===== config.mk =====
export PLATFORM = sky130hd
export DESIGN_NAME = rgb_hsl_color_convert
export DESIGN_NICKNAME = d
export VERILOG_FILES = /design/src/design/rhc_pkg.sv /design/src/design/rhc_div.sv /design/src/design/rhc_rgb2hsl.sv /design/src/design/rhc_hsl2rgb.sv /design/src/design/rgb_hsl_color_convert.sv
export SDC_FILE = /design/constraint.sdc
export NUM_CORES = 2
export LEC_CHECK = 0
export BUFFER_PORTS_ARGS = -buffer_cell sky130_fd_sc_hd__buf_2
export CAP_MARGIN = 40
export CORE_AREA = 2 2 454 456
export CTS_CLUSTER_DIAMETER = 100
export DETAILED_ROUTE_END_ITERATION = 8
export DIE_AREA = 0 0 456 458
export PLACE_DENSITY = 0.56
export REMOVE_ABC_BUFFERS = 1
export SLEW_MARGIN = 20
export SYNTH_ARGS = -nofsm -noshare
export SYNTH_HDL_FRONTEND = slang
export SYNTH_SLANG_ARGS = --single-unit

===== constraint.sdc =====
create_clock -name clk -period 21.1 [get_ports clk]
set_clock_uncertainty 0.15 [all_clocks]
set_input_delay 0 -clock clk [delete_from_list [all_inputs] [get_ports clk]]
set_output_delay 0 -clock clk [all_outputs]
set_load 0.02 [all_outputs]

===== src/design/rhc_pkg.sv =====
`timescale 1ns / 1ps
// ----------------------------------------------------------------------------
// rhc_pkg
// Shared types, constants and arithmetic helpers for the RGB/HSL converter.
// ----------------------------------------------------------------------------
package rhc_pkg;

    localparam int FRAC_BITS    = 15;
    localparam int CHANNEL_BITS = 8;
    localparam int HSL_W        = 16;
    localparam int DIV_W        = 11;
    localparam int QUO_W        = 16;
    localparam int DIV_STAGES   = 4;
    localparam int DIV_STEP     = QUO_W / DIV_STAGES;
    localparam int DEPTH        = 6;

    localparam logic [HSL_W-1:0] ONE_Q = HSL_W'(1 << FRAC_BITS);

    typedef enum logic
    {
        DIR_RGB2HSL = 1'b0,
        DIR_HSL2RGB = 1'b1
    } dir_t;

    typedef struct packed
    {
        logic [CHANNEL_BITS-1:0] red_in;
        logic [CHANNEL_BITS-1:0] green_in;
        logic [CHANNEL_BITS-1:0] blue_in;
        logic [HSL_W-1:0]        hue_in;
        logic [HSL_W-1:0]        sat_in;
        logic [HSL_W-1:0]        light_in;
    } pix_in_t;

    typedef struct packed
    {
        logic [CHANNEL_BITS-1:0] red_out;
        logic [CHANNEL_BITS-1:0] green_out;
        logic [CHANNEL_BITS-1:0] blue_out;
        logic [HSL_W-1:0]        hue_out;
        logic [HSL_W-1:0]        sat_out;
        logic [HSL_W-1:0]        light_out;
    } pix_out_t;

    // one restoring step: returns {quotient bit, new remainder}
    function automatic logic [DIV_W:0] div_step(input logic [DIV_W-1:0] rem,
                                                input logic [DIV_W-1:0] dvs);
        logic [DIV_W:0] t;
        logic [DIV_W:0] d;
        t = {rem, 1'b0};
        d = {1'b0, dvs};
        if (t >= d)
        begin
            div_step = {1'b1, DIV_W'(t - d)};
        end
        else
        begin
            div_step = {1'b0, t[DIV_W-1:0]};
        end
    endfunction

    // floor(255 * (y * 2^15 + tl) / 2^45), masked to a byte
    function automatic logic [CHANNEL_BITS-1:0] to_channel(input logic [31:0] y,
                                                           input logic [FRAC_BITS-1:0] tl);
        logic [39:0] u;
        logic [22:0] lo;
        lo = ({8'd0, tl} << 8) - {8'd0, tl};
        u  = ({8'd0, y} << 8) - {8'd0, y} + 40'(lo >> FRAC_BITS);
        to_channel = u[2*FRAC_BITS+CHANNEL_BITS-1:2*FRAC_BITS];
    endfunction

endpackage


===== src/design/rhc_div.sv =====
`timescale 1ns / 1ps
// ----------------------------------------------------------------------------
// rhc_div
// Pipelined restoring divider: q = floor(a * 2^15 / b) for a <= b, four bits
// of quotient per stage over four stages.
// ----------------------------------------------------------------------------
module rhc_div
(
    input  logic                      clk,
    input  logic                      en,
    input  logic [rhc_pkg::DIV_W-1:0] a,
    input  logic [rhc_pkg::DIV_W-1:0] b,
    output logic [rhc_pkg::QUO_W-1:0] q
);
    import rhc_pkg::*;

    logic [DIV_W-1:0] rem_reg [DIV_STAGES];
    logic [QUO_W-1:0] quo_reg [DIV_STAGES];
    logic [DIV_W-1:0] dvs_reg [DIV_STAGES];
    logic [DIV_W-1:0] rem_next [DIV_STAGES];
    logic [QUO_W-1:0] quo_next [DIV_STAGES];
    logic [DIV_W-1:0] dvs_next [DIV_STAGES];

    always_comb
    begin
        logic [DIV_W-1:0] r;
        logic [QUO_W-1:0] qq;
        logic [DIV_W:0]   st;
        for (int k = 0; k < DIV_STAGES; k++)
        begin
            if (k == 0)
            begin
                // leading integer bit
                if (a >= b)
                begin
                    r  = a - b;
                    qq = QUO_W'(1);
                end
                else
                begin
                    r  = a;
                    qq = '0;
                end
                dvs_next[k] = b;
                for (int j = 1; j < DIV_STEP; j++)
                begin
                    st = div_step(r, b);
                    r  = st[DIV_W-1:0];
                    qq = {qq[QUO_W-2:0], st[DIV_W]};
                end
            end
            else
            begin
                r  = rem_reg[k-1];
                qq = quo_reg[k-1];
                dvs_next[k] = dvs_reg[k-1];
                for (int j = 0; j < DIV_STEP; j++)
                begin
                    st = div_step(r, dvs_reg[k-1]);
                    r  = st[DIV_W-1:0];
                    qq = {qq[QUO_W-2:0], st[DIV_W]};
                end
            end
            rem_next[k] = r;
            quo_next[k] = qq;
        end
    end

    always_ff @(posedge clk)
    begin
        if (en)
        begin
            for (int k = 0; k < DIV_STAGES; k++)
            begin
                rem_reg[k] <= rem_next[k];
                quo_reg[k] <= quo_next[k];
                dvs_reg[k] <= dvs_next[k];
            end
        end
    end

    assign q = quo_reg[DIV_STAGES-1];

endmodule


===== src/design/rhc_rgb2hsl.sv =====
`timescale 1ns / 1ps
// ----------------------------------------------------------------------------
// rhc_rgb2hsl
// RGB to HSL path: min/max and operand setup, then two pipelined dividers
// for saturation and hue. Results valid five stages after the input.
// ----------------------------------------------------------------------------
module rhc_rgb2hsl
(
    input  logic                            clk,
    input  logic                            en,
    input  logic [rhc_pkg::CHANNEL_BITS-1:0] red,
    input  logic [rhc_pkg::CHANNEL_BITS-1:0] green,
    input  logic [rhc_pkg::CHANNEL_BITS-1:0] blue,
    output logic [rhc_pkg::HSL_W-1:0]        hue,
    output logic [rhc_pkg::HSL_W-1:0]        sat,
    output logic [rhc_pkg::HSL_W-1:0]        light
);
    import rhc_pkg::*;

    logic [7:0]       mx;
    logic [7:0]       mn;
    logic [7:0]       d;
    logic [8:0]       sum;
    logic [14:0]      y64;
    logic [15:0]      t255;
    logic [8:0]       den;
    logic [DIV_W-1:0] num;
    logic [DIV_W-1:0] d6;

    logic [DIV_W-1:0] sat_a_reg;
    logic [DIV_W-1:0] sat_b_reg;
    logic [DIV_W-1:0] hue_a_reg;
    logic [DIV_W-1:0] hue_b_reg;
    logic [HSL_W-1:0] light_reg [DIV_STAGES+1];
    logic             zero_reg  [DIV_STAGES+1];
    logic [QUO_W-1:0] sat_q;
    logic [QUO_W-1:0] hue_q;

    always_comb
    begin
        mx = red;
        mn = red;
        if (green > mx)
        begin
            mx = green;
        end
        if (blue > mx)
        begin
            mx = blue;
        end
        if (green < mn)
        begin
            mn = green;
        end
        if (blue < mn)
        begin
            mn = blue;
        end
        d    = mx - mn;
        sum  = {1'b0, mx} + {1'b0, mn};
        // sum * 2^14 / 255 = 64 * sum + floor(64 * sum / 255)
        y64  = {sum, 6'd0};
        t255 = {1'b0, y64} + 16'd1 + 16'(y64 >> 8);
        den  = (sum < 9'd255) ? sum : (9'd510 - sum);
        d6   = DIV_W'({3'd0, d} * 11'd6);
        if (red == mx)
        begin
            if (green >= blue)
            begin
                num = DIV_W'(green - blue);
            end
            else
            begin
                num = d6 - DIV_W'(blue - green);
            end
        end
        else if (green == mx)
        begin
            num = DIV_W'({d, 1'b0}) + DIV_W'(blue) - DIV_W'(red);
        end
        else
        begin
            num = DIV_W'({d, 2'b00}) + DIV_W'(red) - DIV_W'(green);
        end
    end

    always_ff @(posedge clk)
    begin
        if (en)
        begin
            sat_a_reg    <= DIV_W'(d);
            sat_b_reg    <= DIV_W'(den);
            hue_a_reg    <= num;
            hue_b_reg    <= d6;
            light_reg[0] <= {1'b0, y64} + {8'd0, t255[15:8]};
            zero_reg[0]  <= (d == 8'd0);
            for (int k = 1; k <= DIV_STAGES; k++)
            begin
                light_reg[k] <= light_reg[k-1];
                zero_reg[k]  <= zero_reg[k-1];
            end
        end
    end

    rhc_div u_sat_div
    (
        .clk (clk),
        .en  (en),
        .a   (sat_a_reg),
        .b   (sat_b_reg),
        .q   (sat_q)
    );

    rhc_div u_hue_div
    (
        .clk (clk),
        .en  (en),
        .a   (hue_a_reg),
        .b   (hue_b_reg),
        .q   (hue_q)
    );

    assign hue   = zero_reg[DIV_STAGES] ? '0 : hue_q;
    assign sat   = zero_reg[DIV_STAGES] ? '0 : sat_q;
    assign light = light_reg[DIV_STAGES];

endmodule


===== src/design/rhc_hsl2rgb.sv =====
`timescale 1ns / 1ps
// ----------------------------------------------------------------------------
// rhc_hsl2rgb
// HSL to RGB path: clamp, chroma product, ramp product, channel levels,
// byte scaling, then sextant select. Results valid five stages after input.
// ----------------------------------------------------------------------------
module rhc_hsl2rgb
(
    input  logic                             clk,
    input  logic                             en,
    input  logic [rhc_pkg::HSL_W-1:0]        hue,
    input  logic [rhc_pkg::HSL_W-1:0]        sat,
    input  logic [rhc_pkg::HSL_W-1:0]        light,
    output logic [rhc_pkg::CHANNEL_BITS-1:0] red,
    output logic [rhc_pkg::CHANNEL_BITS-1:0] green,
    output logic [rhc_pkg::CHANNEL_BITS-1:0] blue
);
    import rhc_pkg::*;

    logic [HSL_W-1:0]     h_c;
    logic [HSL_W-1:0]     s_c;
    logic [HSL_W-1:0]     l_c;
    logic [17:0]          x6;

    // stage 1
    logic [HSL_W-1:0]     s1_l_reg;
    logic [HSL_W-1:0]     s1_s_reg;
    logic [HSL_W-1:0]     s1_m_reg;
    logic [2:0]           s1_sext_reg;
    logic [FRAC_BITS-1:0] s1_fr_reg;
    // stage 2
    logic [30:0]          s2_p_reg;
    logic [HSL_W-1:0]     s2_l_reg;
    logic [2:0]           s2_sext_reg;
    logic [FRAC_BITS-1:0] s2_fr_reg;
    // stage 3
    logic [45:0]          s3_t_reg;
    logic [31:0]          s3_vn_reg;
    logic [31:0]          s3_mn_reg;
    logic [2:0]           s3_sext_reg;
    logic                 s3_gray_reg;
    logic [7:0]           s3_grayv_reg;
    // stage 4
    logic [31:0]          s4_yv_reg;
    logic [31:0]          s4_ym_reg;
    logic [31:0]          s4_y1_reg;
    logic [FRAC_BITS-1:0] s4_tl1_reg;
    logic [31:0]          s4_y2_reg;
    logic [FRAC_BITS-1:0] s4_tl2_reg;
    logic [2:0]           s4_sext_reg;
    logic                 s4_gray_reg;
    logic [7:0]           s4_grayv_reg;
    // stage 5
    logic [7:0]           s5_vv_reg;
    logic [7:0]           s5_mm_reg;
    logic [7:0]           s5_m1_reg;
    logic [7:0]           s5_m2_reg;
    logic [2:0]           s5_sext_reg;
    logic                 s5_gray_reg;
    logic [7:0]           s5_grayv_reg;

    logic [31:0]          th;
    logic [FRAC_BITS-1:0] tl;
    logic [31:0]          vmt;
    logic [23:0]          g255;

    always_comb
    begin
        h_c = (hue > ONE_Q) ? ONE_Q : hue;
        s_c = (sat > ONE_Q) ? ONE_Q : sat;
        l_c = (light > ONE_Q) ? ONE_Q : light;
        x6  = 18'({2'd0, h_c} * 18'd6);
    end

    always_comb
    begin
        th   = s3_t_reg[45:14];
        tl   = {s3_t_reg[13:0], 1'b0};
        vmt  = s3_vn_reg - th;
        g255 = ({8'd0, s2_l_reg} << 8) - {8'd0, s2_l_reg};
    end

    always_ff @(posedge clk)
    begin
        if (en)
        begin
            // clamp and multiplicand select
            s1_l_reg    <= l_c;
            s1_s_reg    <= s_c;
            s1_m_reg    <= ({l_c, 1'b0} <= {1'b0, ONE_Q}) ? l_c : (ONE_Q - l_c);
            s1_sext_reg <= x6[17:15];
            s1_fr_reg   <= x6[14:0];

            // chroma term p
            s2_p_reg    <= {15'd0, s1_s_reg} * {15'd0, s1_m_reg};
            s2_l_reg    <= s1_l_reg;
            s2_sext_reg <= s1_sext_reg;
            s2_fr_reg   <= s1_fr_reg;

            // ramp product and v, m
            s3_t_reg     <= {15'd0, s2_p_reg} * {31'd0, s2_fr_reg};
            s3_vn_reg    <= {1'b0, s2_l_reg, 15'd0} + {1'b0, s2_p_reg};
            s3_mn_reg    <= {1'b0, s2_l_reg, 15'd0} - {1'b0, s2_p_reg};
            s3_sext_reg  <= s2_sext_reg;
            s3_gray_reg  <= (s2_l_reg == '0) || (s2_sext_reg > 3'd5);
            s3_grayv_reg <= g255[22:15];

            // channel levels
            s4_yv_reg    <= s3_vn_reg;
            s4_ym_reg    <= s3_mn_reg;
            s4_y1_reg    <= s3_mn_reg + th;
            s4_tl1_reg   <= tl;
            s4_y2_reg    <= (tl == '0) ? vmt : (vmt - 32'd1);
            s4_tl2_reg   <= (tl == '0) ? '0 : FRAC_BITS'(ONE_Q - {1'b0, tl});
            s4_sext_reg  <= s3_sext_reg;
            s4_gray_reg  <= s3_gray_reg;
            s4_grayv_reg <= s3_grayv_reg;

            // byte scaling
            s5_vv_reg    <= to_channel(s4_yv_reg, '0);
            s5_mm_reg    <= to_channel(s4_ym_reg, '0);
            s5_m1_reg    <= to_channel(s4_y1_reg, s4_tl1_reg);
            s5_m2_reg    <= to_channel(s4_y2_reg, s4_tl2_reg);
            s5_sext_reg  <= s4_sext_reg;
            s5_gray_reg  <= s4_gray_reg;
            s5_grayv_reg <= s4_grayv_reg;
        end
    end

    always_comb
    begin
        if (s5_gray_reg)
        begin
            red   = s5_grayv_reg;
            green = s5_grayv_reg;
            blue  = s5_grayv_reg;
        end
        else
        begin
            case (s5_sext_reg)
                3'd0:
                begin
                    red = s5_vv_reg; green = s5_m1_reg; blue = s5_mm_reg;
                end
                3'd1:
                begin
                    red = s5_m2_reg; green = s5_vv_reg; blue = s5_mm_reg;
                end
                3'd2:
                begin
                    red = s5_mm_reg; green = s5_vv_reg; blue = s5_m1_reg;
                end
                3'd3:
                begin
                    red = s5_mm_reg; green = s5_m2_reg; blue = s5_vv_reg;
                end
                3'd4:
                begin
                    red = s5_m1_reg; green = s5_mm_reg; blue = s5_vv_reg;
                end
                default:
                begin
                    red = s5_vv_reg; green = s5_mm_reg; blue = s5_m2_reg;
                end
            endcase
        end
    end

endmodule


===== src/design/rgb_hsl_color_convert.sv =====
`timescale 1ns / 1ps
// ----------------------------------------------------------------------------
// rgb_hsl_color_convert
// Per-pixel RGB <-> HSL converter, direction chosen by a config register.
//
// channel  signals                    role
// cfg      cfg_valid/cfg_ready/cfg_data   direction write, always ready
// src      src_valid/src_stall/src_data   pixel in, transfer when !src_stall
// dst      dst_valid/dst_stall/dst_data   pixel out, transfer when !dst_stall
//
// six register stages, one pixel per cycle while the output is not stalled
// depth set by the 16-bit quotient of the saturation/hue dividers (4 bits/stage)
// reset clears the direction and all stage valid bits
// a stalled result freezes the whole pipeline; src_stall follows it
// ----------------------------------------------------------------------------
module rgb_hsl_color_convert
(
    input  logic              clk,
    input  logic              rst_n,
    input  logic              cfg_valid,
    output logic              cfg_ready,
    input  logic              cfg_data,
    input  logic              src_valid,
    output logic              src_stall,
    input  rhc_pkg::pix_in_t  src_data,
    output logic              dst_valid,
    input  logic              dst_stall,
    output rhc_pkg::pix_out_t dst_data
);
    import rhc_pkg::*;

    dir_t             direction_reg;
    logic [DEPTH-1:0] valid_reg;
    logic [DEPTH-1:0] valid_next;
    dir_t             dir_reg [DEPTH];
    pix_out_t         out_reg;
    pix_out_t         out_next;
    logic             en;

    logic [HSL_W-1:0]        hue_r;
    logic [HSL_W-1:0]        sat_r;
    logic [HSL_W-1:0]        light_r;
    logic [CHANNEL_BITS-1:0] red_r;
    logic [CHANNEL_BITS-1:0] green_r;
    logic [CHANNEL_BITS-1:0] blue_r;

    assign cfg_ready = 1'b1;
    assign en        = !(valid_reg[DEPTH-1] && dst_stall);
    assign src_stall = !en;
    assign dst_valid = valid_reg[DEPTH-1];
    assign dst_data  = out_reg;

    always_ff @(posedge clk or negedge rst_n)
    begin
        if (!rst_n)
        begin
            direction_reg <= DIR_RGB2HSL;
        end
        else if (cfg_valid && cfg_ready)
        begin
            direction_reg <= dir_t'(cfg_data);
        end
    end

    assign valid_next = {valid_reg[DEPTH-2:0], src_valid};

    always_ff @(posedge clk or negedge rst_n)
    begin
        if (!rst_n)
        begin
            valid_reg <= '0;
        end
        else if (en)
        begin
            valid_reg <= valid_next;
        end
    end

    rhc_rgb2hsl u_rgb2hsl
    (
        .clk   (clk),
        .en    (en),
        .red   (src_data.red_in),
        .green (src_data.green_in),
        .blue  (src_data.blue_in),
        .hue   (hue_r),
        .sat   (sat_r),
        .light (light_r)
    );

    rhc_hsl2rgb u_hsl2rgb
    (
        .clk   (clk),
        .en    (en),
        .hue   (src_data.hue_in),
        .sat   (src_data.sat_in),
        .light (src_data.light_in),
        .red   (red_r),
        .green (green_r),
        .blue  (blue_r)
    );

    always_comb
    begin
        out_next = '0;
        if (dir_reg[DEPTH-2] == DIR_HSL2RGB)
        begin
            out_next.red_out   = red_r;
            out_next.green_out = green_r;
            out_next.blue_out  = blue_r;
        end
        else
        begin
            out_next.hue_out   = hue_r;
            out_next.sat_out   = sat_r;
            out_next.light_out = light_r;
        end
    end

    always_ff @(posedge clk)
    begin
        if (en)
        begin
            dir_reg[0] <= direction_reg;
            for (int k = 1; k < DEPTH; k++)
            begin
                dir_reg[k] <= dir_reg[k-1];
            end
            out_reg <= out_next;
        end
    end

    assert property (@(posedge clk) disable iff (!rst_n)
        dst_valid && dir_reg[DEPTH-1] == DIR_RGB2HSL |->
            dst_data.red_out == '0 && dst_data.green_out == '0 && dst_data.blue_out == '0)
        else $error("rgb fields set on an hsl result");

    assert property (@(posedge clk) disable iff (!rst_n)
        dst_valid && dir_reg[DEPTH-1] == DIR_HSL2RGB |->
            dst_data.hue_out == '0 && dst_data.sat_out == '0 && dst_data.light_out == '0)
        else $error("hsl fields set on an rgb result");

    assert property (@(posedge clk) disable iff (!rst_n)
        dst_valid |-> dst_data.hue_out < ONE_Q && dst_data.sat_out <= ONE_Q &&
            dst_data.light_out <= ONE_Q)
        else $error("hsl result out of range");

    assert property (@(posedge clk) disable iff (!rst_n)
        src_stall |-> dst_valid && dst_stall)
        else $error("input stalled with free output");

endmodule


### Word-level counts from Yosys, hierarchy flattened

Memories as Yosys holds them, arrays and structs flattened. A register that Yosys moved wholly into a read port is not among the register bits.
Cells that the tools add are included.

* input port bits: 78
* memories: 9
* register bits: 533
* RAM bits: 395
* word-level logic and storage cells: 230
* output and inout port bits: 75

* reductions and logical operators: 14
* eq/ne operators: 6
* multipliers: 4
* $add $sub $neg: 61
* $lt $le $gt $ge: 43
* muxes and demuxes: 53

Memories
* u_rgb2hsl.light_reg: words 5, width 16, rd ports 5, clocked after memory_dff 1, wr ports 5, line rhc_rgb2hsl.sv:34 `logic [HSL_W-1:0] light_reg [DIV_STAGES+1];`
* u_rgb2hsl.u_hue_div.quo_reg: words 4, width 16, rd ports 4, clocked after memory_dff 1, wr ports 4, line rhc_div.sv:18 `logic [QUO_W-1:0] quo_reg [DIV_STAGES];`
* u_rgb2hsl.u_sat_div.quo_reg: words 4, width 16, rd ports 4, clocked after memory_dff 1, wr ports 4, line rhc_div.sv:18
* u_rgb2hsl.u_hue_div.dvs_reg: words 4, width 11, rd ports 3, clocked after memory_dff 0, wr ports 4, line rhc_div.sv:19 `logic [DIV_W-1:0] dvs_reg [DIV_STAGES];`
* u_rgb2hsl.u_hue_div.rem_reg: words 4, width 11, rd ports 3, clocked after memory_dff 0, wr ports 4, line rhc_div.sv:17 `logic [DIV_W-1:0] rem_reg [DIV_STAGES];`
* u_rgb2hsl.u_sat_div.dvs_reg: words 4, width 11, rd ports 3, clocked after memory_dff 0, wr ports 4, line rhc_div.sv:19
* +3 memories

Operator list (number)
* $mux 12: 30
* $ge 12x11->1: 27
* $sub 11x11->11: 29
* $sub 38x32->38: 4
* $add 38x8->38: 2
* $pmux 8 s3: 3
* $mux 8: 7
* $mux 11: 5
* $gt 16x16->1 const B: 3
* $mux 16: 3
* $sub 23x15->23: 2
* $mul 31x14->45: 1
* $ge 12x9->1: 3
* $sub 11x9->11: 3
* $add 31x31->32: 1
* $add 32x32->32: 1
* $mux 32: 1
* $sub 31x31->32: 1
* $sub 32x1->32 const B: 1
* $sub 32x32->32: 1
* $mul 16x16->31: 1
* $sub 23x16->23: 1
* $sub 11x8->11: 2
* $sub 8x8->9: 2
* 35 further kinds: 47

### Depth between registers and ports, before layout

* depth in word-level cells: 9
* gate-level depth with buffers: 49
* mapped depth without buffers: 46

### Modules after synthesis

From an unflattened synthesis, not the netlist that was laid out.

* cell total of the unflattened synthesis: 8789
* area, all modules: 86270.2 µm²

Modules (own cells, without submodules)
* rhc_hsl2rgb: area an instance 48552.8 µm², seq. area each 13723.2 µm², times used 1, cells each 4923
* rhc_div at u_rgb2hsl.u_hue_div: area an instance 12708.4 µm², seq. area each 3183.1 µm², times used 1, cells each 1419
* rhc_div at u_rgb2hsl.u_sat_div: area an instance 12604.6 µm², seq. area each 3183.1 µm², times used 1, cells each 1385
* rhc_rgb2hsl: area an instance 9300.2 µm², seq. area each 3633.5 µm², times used 1, cells each 886
* rgb_hsl_color_convert: area an instance 3104.2 µm², seq. area each 2487.4 µm², times used 1, cells each 176

### Least setup slack after synthesis

OpenSTA, ideal clock, no wires.

* path type: reg2out
* start: register valid_reg[5]
* end: output port src_stall
* required time: 20.950 ns
* path buffers: 0
* arrival: 21.399 ns
* setup slack: -0.449 ns
* cell stages (with the launch flop): 3
* cell sequence: dfrtp_1 > nand2_1 > inv_1

* word-level cells in the longest chain between the ends: 1

RTL lines
* from (decl): line rgb_hsl_color_convert.sv:33 `logic [DEPTH-1:0] valid_reg;`
* from (signal assigned): line rgb_hsl_color_convert.sv:75 `valid_reg <= valid_next;`
* $logic_and 1x1->1: line rgb_hsl_color_convert.sv:48 `assign en = !(valid_reg[DEPTH-1] && dst_stall);`
* to (decl): line rgb_hsl_color_convert.sv:24 `output logic src_stall,`

No other way between the ends.

==> flow_metrics.env <==
export IMPL_path_max_fanout=27
export IMPL_yosysSeqAreaShare=0.3175
export IMPL_ys_top_cells_by_area="edfxtp_1, fa_1, ha_1"
export IMPL_dieArea_um2=208800
export IMPL_period_minus_slack_ps=11860
export IMPL_synth_common_cells="inv_1, edfxtp_1, ha_1"
export IMPL_slew_violations=0
export IMPL_nNetsFinal=9874
export IMPL_netlist_area_leader_share=0.3154
export IMPL_wl_per_cell_um=18.87
export IMPL_slowest_stage="a2111oi_0"
export IMPL_top_level_ports=153
export IMPL_initial_core_util=0.3981
export IMPL_yosys_area_share_adder=0.2704
export IMPL_drv_cap=0
export IMPL_synth_top_family_by_area="adder cells"
export IMPL_cp_data_arrival_time_ps=12190
export IMPL_syn_area_um2=81120
export IMPL_rsz0062_at_grt="no"
export IMPL_die_h_um=458
export IMPL_layout_drive_gt1_share=0.07091
export IMPL_core_um2=203800
export IMPL_firstDrtPassIters=6
export IMPL_grt_pass1_wl_mm=335.2
export IMPL_hold_viol=0
export IMPL_fp_row_count=166
export IMPL_yosysMostFrequentCell="inv_1"
export IMPL_relSlewSlack=0.4104
export IMPL_cts_resized=0
export IMPL_synth_seq_cells=859
export IMPL_clockBufferDepth=3
export IMPL_clock_sinks=859
export IMPL_grt_overflow_total=0
export IMPL_cts_tree="yes"
export IMPL_htreeDepth=3
export IMPL_antenna_found_initial=4
export IMPL_outcome="completed"
export IMPL_cts_setup_buffers=0
export IMPL_cp_common_cell="o21ai_0"
export IMPL_startpoint_type="flip-flop"
export IMPL_grt_max_degree=72
export IMPL_reg2reg_depth=39
export IMPL_cts_made_buffers=103
export IMPL_cpPeakStageDelay_ps=700
export IMPL_crit_path_end_kind="flip-flop"
export IMPL_path_clk_slew_ps=60
export IMPL_whs_path_depth=3
export IMPL_required_ps=21430
export IMPL_critPathKind="reg -> reg"
export IMPL_die_width_um=456
export IMPL_period_share=0.5622
export IMPL_setup_violations=0
export IMPL_synth_xor_area_frac=0.05668
export IMPL_muxShareOfSynthArea=0.02639
export IMPL_io_buffer_count=151
export IMPL_yosys_cell_types_count=116
export IMPL_largest_reg_flops=80
export IMPL_hold_class="in -> reg"
export IMPL_dp_hpwl_mm=164.5
export IMPL_vias=59511
export IMPL_drc=0
export IMPL_dp_slack_ps=9111
export IMPL_max_freq_mhz=84.30
export IMPL_syn_inst=8147
export IMPL_syn2layout_area_growth_pct=10.95
export IMPL_fin_hold_ws_ps=39.21
export IMPL_viasPerCell=5.331
export IMPL_setup_slack_ps=9238
export IMPL_post_route_util=0.4417
export IMPL_first_global_vias=60465
export IMPL_synth_edf_count=852
export IMPL_fillerInstances=19188
export IMPL_holdBufCountCts=122
export IMPL_synthSimpleGateAreaFrac=0.1413
export IMPL_synth_compound_area_frac=0.1294
export IMPL_ys_warnings_count=0
export IMPL_postSynthAreaPerCell_um2=9.957
export IMPL_synth_top_area_cell="edfxtp_1"
export IMPL_synth_async_reset_ratio=0.008149
export IMPL_clk_latency_ps=740
export IMPL_wl_mm=210.7
export IMPL_ant_nets=0
export IMPL_track_usage=0.2004
export IMPL_drt_iter0_drc=3663
export IMPL_worst_pin_slew_ps=884.4
export IMPL_globalplace_congestion=0.8917
export IMPL_fin_area_um2=90010
export IMPL_place_area_um2=85140
export IMPL_synthFlopType="edfxtp_1"
export IMPL_cts_root_buffer="clkbuf_16"
## kinds of logic after synthesis
kind of cell,after synthesis
xor+xnor,525
compound gates,1587
flops,859
other cells,2
simple gates,2311
fa+ha+maj,1412
mux,198
buf+inv,1253
## placed cells by master (no fill, tap or decap), types with 116 or more instances in the layout
cell and count:
and2_1 341, buf_2 152, edfxtp_1 852, ha_1 841
nor2b_1 142, a21o_1 221, o21ai_0 319, fa_1 569
a21oi_1 417, mux2_2 116, inv_1 1013, nand2_1 745
nor3_1 134, nor2_1 424, xor2_1 152, xnor2_1 373
dlygate4sd3_1 122
## layer usage
metal / vias up / track usage / wire length [um]
met1: 29291 / 0.2738 / 98120
met3: 253 / 0.02535 / 8727
met2: 1232 / 0.3343 / 98500
met4: 4 / 0.05410 / 5326
li1: 28731 / - / -
met5: - / 0 / 27
## worst paths after layout
| path | start | to | slack (ps) |
|---|---|---|---|
| setup / recovery | u_rgb2hsl.u_sat_div.dvs_reg[1][0] | u_rgb2hsl.u_sat_div.rem_reg[2][3] | 9240 |
| hold / removal | dst_stall | dir_reg[0] | 40 |
| setup reg to reg | u_rgb2hsl.u_sat_div.dvs_reg[1][0] | u_rgb2hsl.u_sat_div.rem_reg[2][3] | 9240 |
| hold reg to reg | u_rgb2hsl.light_reg[3][9] | u_rgb2hsl.light_reg[4][9] | 260 |
| min in group asynchronous | rst_n | valid_reg[0] | 70 |
| max in group asynchronous | rst_n | valid_reg[2] | 20490 |
## critical path: cells and delay by family (launching register included)
kind,cells,cell delay [ps]
compound gates,18,5140
fa+ha+maj,4,1510
buf+inv,4,1160
flops,1,320
mux,4,950
simple gates,9,2350
## cell type report
class | instances | area (um^2) | share of cell area
clock inverter | 68 | 700.7 | 0.007785
tap | 2688 | 3363 | 0.03737
inverter | 1022 | 3836 | 0.04262
clock buffer | 126 | 2706 | 0.03007
sequential | 859 | 25760 | 0.2862
multi-input combinational | 6035 | 50680 | 0.5630
timing repair buffer | 365 | 2960 | 0.03289
antenna | 1 | 2.502 | 0.00002780
## per-stage QoR
stage,cells,setup TNS (ps)
after floorplan,7916,-448.6
after global placement,10814,0
after detailed placement,10834,0
after CTS,11150,0
after global routing,11163,0
final,11164,0
Power is not shown: default switching activity piles up to over one toggle a cycle in this logic, so the estimate is an artifact.
